<file path="src/design/aseq_pkg.sv">
// Package for the angle sequence unwrapper: shared codes, widths, the controller
// state encoding and the command struct between controller and datapath.
// No dependencies.
`default_nettype none

package aseq_pkg;

	// Defaults for the top level parameters.
	localparam int MAX_SAMPLES_DEF = 1024;
	localparam int ANGLE_BITS_DEF  = 32;
	localparam int TURN_SHIFT_DEF  = 16;

	// Fixed port widths.
	localparam int ANGLE_W  = 32;
	localparam int INDEX_W  = 10;
	localparam int STATUS_W = 2;

	// Opcodes.
	localparam logic OP_LOAD = 1'b0;
	localparam logic OP_READ = 1'b1;

	// Status codes returned with a read.
	localparam logic [STATUS_W-1:0] STATUS_OK      = 2'd0;
	localparam logic [STATUS_W-1:0] STATUS_RANGE   = 2'd1;
	localparam logic [STATUS_W-1:0] STATUS_PENDING = 2'd2;

	// Controller states, one-hot.
	typedef enum logic [2:0] {
		ST_IDLE = 3'b001,
		ST_READ = 3'b010,
		ST_FIN  = 3'b100
	} state_t;

	// Commands from the controller to the datapath.
	typedef struct packed {
		logic load;    // store a sample
		logic read;    // issue a store read and capture its status
		logic finish;  // compute the centre offset and close the sequence
		logic emit;    // load the output register
	} cmd_t;

endpackage

`default_nettype wire

</file>
<file path="src/design/aseq_ctrl.sv">
// Controller for the angle sequence unwrapper: accepts transactions, sequences
// reads and sequence completion, and owns the output valid flag. Uses aseq_pkg.
`default_nettype none

module aseq_ctrl (
	input  wire logic          clk,
	input  wire logic          arst_n,
	input  wire logic          in_valid,
	input  wire logic          opcode,
	input  wire logic          last_in,
	output logic               in_stall,
	output logic               out_valid,
	input  wire logic          out_stall,
	output aseq_pkg::cmd_t     cmd
);

	aseq_pkg::state_t state_q, state_d;
	logic out_valid_q;
	logic emit_ok;

	// The output register may be loaded when empty or when it is being taken.
	assign emit_ok = !out_valid_q || !out_stall;

	always_comb begin
		state_d  = state_q;
		cmd      = '0;
		in_stall = 1'b1;
		unique case (state_q)
			aseq_pkg::ST_IDLE: begin
				in_stall = 1'b0;
				if (in_valid) begin
					if (opcode == aseq_pkg::OP_READ) begin
						cmd.read = 1'b1;
						state_d  = aseq_pkg::ST_READ;
					end else begin
						cmd.load = 1'b1;
						if (last_in) begin
							state_d = aseq_pkg::ST_FIN;
						end
					end
				end
			end
			aseq_pkg::ST_READ: begin
				if (emit_ok) begin
					cmd.emit = 1'b1;
					state_d  = aseq_pkg::ST_IDLE;
				end
			end
			aseq_pkg::ST_FIN: begin
				cmd.finish = 1'b1;
				state_d    = aseq_pkg::ST_IDLE;
			end
			default: begin
				state_d = aseq_pkg::ST_IDLE;
			end
		endcase
	end

	always_ff @(posedge clk or negedge arst_n) begin
		if (!arst_n) begin
			state_q     <= aseq_pkg::ST_IDLE;
			out_valid_q <= 1'b0;
		end else begin
			state_q <= state_d;
			if (cmd.emit) begin
				out_valid_q <= 1'b1;
			end else if (out_valid_q && !out_stall) begin
				out_valid_q <= 1'b0;
			end
		end
	end

	assign out_valid = out_valid_q;

endmodule

`default_nettype wire

</file>
<file path="config.mk">
export PLATFORM = sky130hd
export DESIGN_NAME = aseq_ctrl
export DESIGN_NICKNAME = d
export VERILOG_FILES = /design/src/design/aseq_pkg.sv /design/src/design/aseq_ctrl.sv
export SDC_FILE = /design/constraint.sdc
export NUM_CORES = 1
export LEC_CHECK = 0
export BUFFER_PORTS_ARGS = -buffer_cell sky130_fd_sc_hd__buf_2
export CAP_MARGIN = 20
export CORE_AREA = 2 2 39 41
export DETAILED_ROUTE_END_ITERATION = 12
export DIE_AREA = 0 0 41 43
export GPL_ROUTABILITY_DRIVEN = 0
export PLACE_DENSITY = 0.47
export SETUP_SLACK_MARGIN = 0.3
export SYNTH_ARGS = -nofsm -noshare
export SYNTH_HDL_FRONTEND = slang
export SYNTH_SLANG_ARGS = --single-unit
</file>
<file path="constraint.sdc">
create_clock -name clk -period 1.4 [get_ports clk]
set_input_delay 0.35 -clock clk [delete_from_list [all_inputs] [get_ports clk]]
set_output_delay 0.35 -clock clk [all_outputs]
set_load 0.01 [all_outputs]
</file>
==> results.tsv, run 1 <==
metric	value	unit
status	finished with violations	
failing checks	setup timing	
final worst-path cycle share	115	%
CTS root buf	clkbuf_4	
critical path launch point type	flip-flop	
drc violations	0	
Syn Inst Count	23	
leakage power	0.208	nW
pre-CTS WS	27.6	ps
Setup Crit Path Kind	flip-flop to primary output	
CTS tree	yes	
post-DP HPWL	432	um
Tmin final	1610	ps
largest net degree at the start of global routing	9	
Initial Utilization	16.6	%
Power, Total	0.396	mW
Max-Cap Viols	0	
initial antenna violation count	0	
Relative slew margins	86.6	%
Hold/Removal Path Class	input port to flip-flop	
Die ar.	1760	um^2
IO buf count	11	
antenna cell count	0	
worst slew pin tran	200	ps
final setup vio count	5	
sequential share of power	34.3	%
maximum VDD drop	0.301	mV
CTS Buffer Depth	2	
top cells by area, synth	dfrtp_1 33%, dfstp_2 11%, nand4b_1 7.6%	
drt total wl	607	um
P&R area growth vs syn	84.2	%
Critical R2R Launch	state_q[0]$_DFFE_PN1P_	
Mapped Avg Cell Area	10.0	um^2
total CTS buffers	3	
GRT overflow	0	
Seq cells post-synth	4	
Synth Net Count	29	
post-DR vias/cell	4.15	
Slew Viols, Final	0	
cell-internal power	0.294	mW
antenna-violating nets left	0	
Hold WS	363	ps
switching share of power	25.6	%
Global Route Usage Sum	9.27	%
vias post-DR	249	
NetSw	0.101	mW
io pins	12	
RSZ-0062 raised after global routing	yes	
data required time of the worst path	1050	ps
ratio of cells with drive above 1 in the final layout	61.4	%
Worst Hold Launch	last_in	
core area	1380	um^2
Crit. Startpoint	state_q[0]$_DFFE_PN1P_	
Final Util	30.7	%
vias in the first global route	253	
Unique masters post-synth	17	
Final Hold Viols	0	
Reg area	101	um^2
clock power share	39.5	%
crit-path max FO	5	
drt first-iter violations	2	
Die Wd	41	um
area occupied by multi-input gates	138	um^2
Yosys warning count	0	
Mapped Area	230	um^2
Peak Freq	623	MHz
H-Tree Depth	1	
Power Density	933	nW/um^2
CP arrival	1260	ps
chip height	43	um
Fillers	152	
Comb pwr share	26.2	%
setup TNS	-681	ps
setup ws final	-206	ps
clock-pin slew on the worst setup and hold paths	40	ps
drt pass-1 iters	4	
WL per Instance	10.1	um
Setup crit end kind	primary output	
post-synth top area share	32.6	%
worst clock skew	5.79	ps
leading area contributor after synthesis	dfrtp_1	
Seq/Total Area, Yosys	44.0	%
# rows	14	
worst skew pair latency	240	ps
Clock Sinks	4	
Post-layout nets	51	
first-pass GRT wire length	1.06	mm
==> layout make-up <==
type	instances	share of cell area, %
multi-input cells	17	32.4
repair buffers	18	31.9
flip-flops and latches	4	23.9
clock buffers	4	6.19
well taps	16	4.72
inverters	1	0.885
==> power by group through the flow <==
| stage | registers [mW] | logic, mW | clock network [mW] |
|---|---|---|---|
| detailed placement | 0.137 | 0.0718 | 0 |
| global placement | 0.136 | 0.0728 | 0 |
| finish | 0.136 | 0.104 | 0.156 |
| CTS | 0.136 | 0.100 | 0.166 |
| floorplan | 0.137 | 0.0360 | 0 |
| global route | 0.137 | 0.114 | 0.176 |
==> stage by stage <==
step	std cells	cell area, um^2
5_1_grt	60	424
4_1_cts	60	413
6_report	60	424
3_3_place_gp	52	329
2_1_floorplan	23	243
3_5_place_dp	52	329
==> cell usage after synthesis <==
master,instances
nor4_1,1
nor3_1,1
nand2_1,2
nor2_1,2
dfstp_2,1
nand2b_2,1
buf_6,1
a21oi_2,1
o32a_1,1
or3b_4,1
dfrtp_1,3
nor3b_1,1
inv_1,1
nand4b_1,2
nand2b_1,2
a21oi_1,1
or2_1,1
==> flip-flops by register name (all words and copies together), names as in the netlist <==
register,flops
state_q,3
out_valid,1
==> critical path, cell delays in order, from the launching register on <==
cell	delay, ps
dfstp_2	380
or3b_4	420
a21oi_4	120
buf_6	110
==> path summary, 6_finish.rpt <==
kind / depth (start not counted) / slack (ps) / to
hold / removal: 3 / 360 / state_q[2]$_DFFE_PN0P_
setup reg to reg: 5 / 30 / state_q[0]$_DFFE_PN1P_
max in group asynchronous: 2 / 730 / state_q[0]$_DFFE_PN1P_
hold reg to reg: 2 / 570 / out_valid$_DFFE_PN0P_
min in group asynchronous: 2 / 460 / state_q[2]$_DFFE_PN0P_
setup / recovery: 3 / -210 / cmd[0]
==> placed cells by master (no fill, tap or decap) <==
cell type	instances
clkbuf_4	3
or2_1	1
buf_2	10
a21oi_1	1
nor4_2	1
dfstp_2	1
nor3_2	1
clkbuf_1	1
inv_1	1
nand2b_1	2
nor2_1	2
nand2_1	2
or3b_4	1
nand2b_2	1
dlygate4sd3_1	1
nand4b_1	2
a21oi_4	1
o32a_1	1
buf_6	6
nor3b_2	1
dfrtp_1	3
buf_4	1
==> metal layers <==
layer	track usage (%)	up-vias	routed length, um
met1	10.1	113	246
met4	8.00	0	0
li1	-	123	-
met5	0	-	0
met3	3.14	0	74
met2	13.4	13	286
==> what timing repair did <==
action,CTS,global route
buffers inserted,3,0
hold buffers,1,0
setup endpoints to repair,8,8
resized for setup,6,2
endpoints found under the hold margin,3,0
pin swaps,5,1
==> kinds of logic (layout without fill, tap and decap cells) <==
family	Yosys count	after routing	share of synthesized area, %
AND/OR/NAND/NOR	14	14	39.1
flip-flops	4	4	44.0
AO/OA/AOI/OAI	3	3	10.3
buffers and inverters	2	23	6.52
(Power assumes the default switching activity.)
==> run 2: changes to the inputs <==
ABC_AREA = 1   (was default)
PLACE_DENSITY = 0.46   (was 0.47)
==> run 2 against run 1 <==
The flow still finishes with violations (setup timing). Setup slack lost 110 ps. Non-clock buffer count increased by 3. Hold slack got worse by 16 ps. Core utilization increased by 3.3 points. Global-route usage is 0.40 points higher. Maximum frequency is 6.6% lower. Total power up 130%. Clock-buffer cell count unchanged. Sequential power increased by 37%. Critical endpoint is now cmd[3].
==> results.tsv, run 2 <==
metric	value	unit	change
delay-heaviest family, CP	flip-flops		
largest register by flop count	state_q		
vias in the first global route	281		+11%
RSZ-0062 raised after global routing	yes		
setup TNS	-1440	ps	-764 ps
critical path launch point type	flip-flop		
Post-synth top cells	7 x nand2_1, 7 x nor2_1, 4 x nand3_1, 3 x dfrtp_1, 3 x inv_1		
post-synth top area share	33.7	%	+1.1 points
maximum VDD drop	0.697	mV	+130%
crit-path max FO	3		-2
critical path's slowest cell	dfstp_2		
largest net degree at the start of global routing	6		-3
ratio of cells with drive above 1 in the final layout	61.4	%	about the same
P&R area growth vs syn	111	%	
GRT overflow	0		unchanged
leakage power	0.266	nW	+28%
drt pass-1 iters	2		-2
CTS root buf	clkbuf_4		
H-Tree Depth	1		unchanged
worst skew pair latency	240	ps	about the same
Initial Utilization	16.1	%	-0.54 points
CP arrival	1370	ps	+110 ps
CTS tree	yes		
Die ar.	1760	um^2	unchanged
max reg flops	3		unchanged
Peak Freq	581	MHz	-6.6%
final worst-path cycle share	123	%	+8.2 points
Clock Sinks	4		unchanged
top cells by area, synth	dfrtp_1 34%, dfstp_2 12%, nand2_1 12%		
Die Wd	41	um	unchanged
Synth Net Count	38		+31%
data required time of the worst path	1050	ps	about the same
number of synthesized flops with an enable pin	0		unchanged
IO buf count	11		unchanged
post-DP HPWL	439	um	+1.7%
slowest stage delay, CP	510	ps	+90 ps
Slew Viols, Final	0		unchanged
drt first-iter violations	4		+2
most frequent cells in the layout	10 x buf_2, 6 x buf_6, 4 x nand2_1, 4 x nor2_1, 4 x buf_4		
Cell Chain, Critical Path	inv_2, nor2_4, nand2_2, or2_1, nor2_2, buf_2		
Relative slew margins	75.4	%	-11 points
chip height	43	um	unchanged
Synth Flop Type	dfrtp_1		
total CTS buffers	3		unchanged
Post-layout nets	64		+25%
first-pass GRT wire length	1.08	mm	+2.7%
WL per Instance	8.52	um	-16%
CP Buf/Inv Count	2		+1
most common cell after layout, fill and taps aside	buf_2		
antenna cell count	0		unchanged
antenna-violating nets left	0		unchanged
CTS Buffer Depth	2		unchanged
Tmin final	1720	ps	+114 ps
Max-Cap Viols	0		unchanged
Setup Crit Path Kind	flip-flop to primary output		
Hold/Removal Path Class	input port to flip-flop		
Unique masters post-synth	12		-5
# rows	14		unchanged
leading area contributor after synthesis	dfrtp_1		
drc violations	0		unchanged
vias post-DR	284		+14%
core area	1380	um^2	unchanged
worst clock skew	6.11	ps	+0.324 ps
DP Cell Count	62		+19%
initial antenna violation count	0		unchanged
status	finished with violations		
Mapped Area	223	um^2	-3.3%
Seq/Total Area, Yosys	45.5	%	+1.5 points
final setup vio count	5		unchanged
Setup crit end kind	primary output		
failing checks	setup timing		
Global Route Usage Sum	9.68	%	+0.40 points
setup ws final	-320	ps	-114 ps
Seq cells post-synth	4		unchanged
post-DR vias/cell	3.89		-6.3%
Syn Inst Count	32		+39%
worst slew pin tran	368	ps	+168 ps
Mapped Avg Cell Area	6.96	um^2	-30%
Power, Total	0.910	mW	+130%
Yosys warning count	0		unchanged
io pins	12		unchanged
drt total wl	622	um	+2.5%
Power Density	1940	nW/um^2	+110%
ys async rst share	100	%	unchanged
Final Util	33.9	%	+3.3 points
Layout Cells excl Fill	73		+22%
clock-pin slew on the worst setup and hold paths	40	ps	about the same
Final Hold Viols	0		unchanged
## run 2: cell count changes after synthesis, moves of 2 or more
cell / change
nand3_1: +4
inv_1: +2
nand2b_1: -2
o21ai_0: +2
nand4b_1: -2
nor2_1: +5
nand2_1: +5
## run 2: per-stage QoR
| stage | setup slack (ps) | hold WS [ps] | instance area [um^2] |
|---|---|---|---|
| floorplan | -61.9 | 54.4 | 235 |
| global placement | -89.2 | 158 | 333 |
| detailed placement | -93.9 | 158 | 333 |
| CTS | -346 | 338 | 442 |
| global route | -400 | 353 | 469 |
| finish | -320 | 347 | 469 |
## run 2: cell families after synthesis
group | Yosys count | share of synthesized area [%]
buf+inv | 4 | 6.74
simple gates | 22 | 43.3
flops | 4 | 45.5
compound gates | 2 | 4.49
## run 2: routing by layer
metal | GRT usage, % | up-vias | wire length (um) | share of wire, %
li1 | - | 150 | - | -
met1 | 9.12 | 125 | 237 | 38
met2 | 15.6 | 9 | 350 | 56
met3 | 3.14 | 0 | 34 | 5.5
met4 | 8.00 | 0 | 0 | 0
met5 | 0 | - | 0 | 0
## run 2: final timing paths
path	cells past startpoint	to	start	slack, ps
setup / recovery	6	cmd[3]	state_q[0]$_DFFE_PN1P_	-320
hold / removal	3	out_valid$_DFFE_PN0P_	out_stall	350
setup reg to reg	8	state_q[2]$_DFFE_PN0P_	state_q[0]$_DFFE_PN1P_	50
hold reg to reg	2	out_valid$_DFFE_PN0P_	out_valid$_DFFE_PN0P_	490
max in group asynchronous	2	state_q[0]$_DFFE_PN1P_	arst_n	740
min in group asynchronous	2	out_valid$_DFFE_PN0P_	arst_n	450
## run 2: worst min-delay path: cells and delay by family
kind                   cells  cell delay [ps]
buffers and inverters      1               70
and+or+nand+nor            2              120
## run 2: repair_timing
item                                    4_1_cts  5_1_grt
endpoints found under the hold margin         3        0
resized for setup                            10        4
gates cloned                                  0        0
endpoints found under the setup margin        7       10
pin swaps                                     3        3
hold buffers                                  1        0
buffers inserted                              4        2
## run 2: report_power, final
group / switching [mW] / leakage (nW) / internal [mW]
Sequential: 0.0255 / 0.0510 / 0.160
Combinational: 0.247 / 0.200 / 0.319
Clock: 0.0517 / 0.0150 / 0.107
## run 2: area by class of cell
type / instances / area (um^2)
well taps: 16 / 20.0
multi-input cells: 24 / 149
fillers: 165 / 915
inverters: 4 / 15.0
repair buffers: 21 / 158
flip-flops and latches: 4 / 101
clock buffers: 4 / 26.3
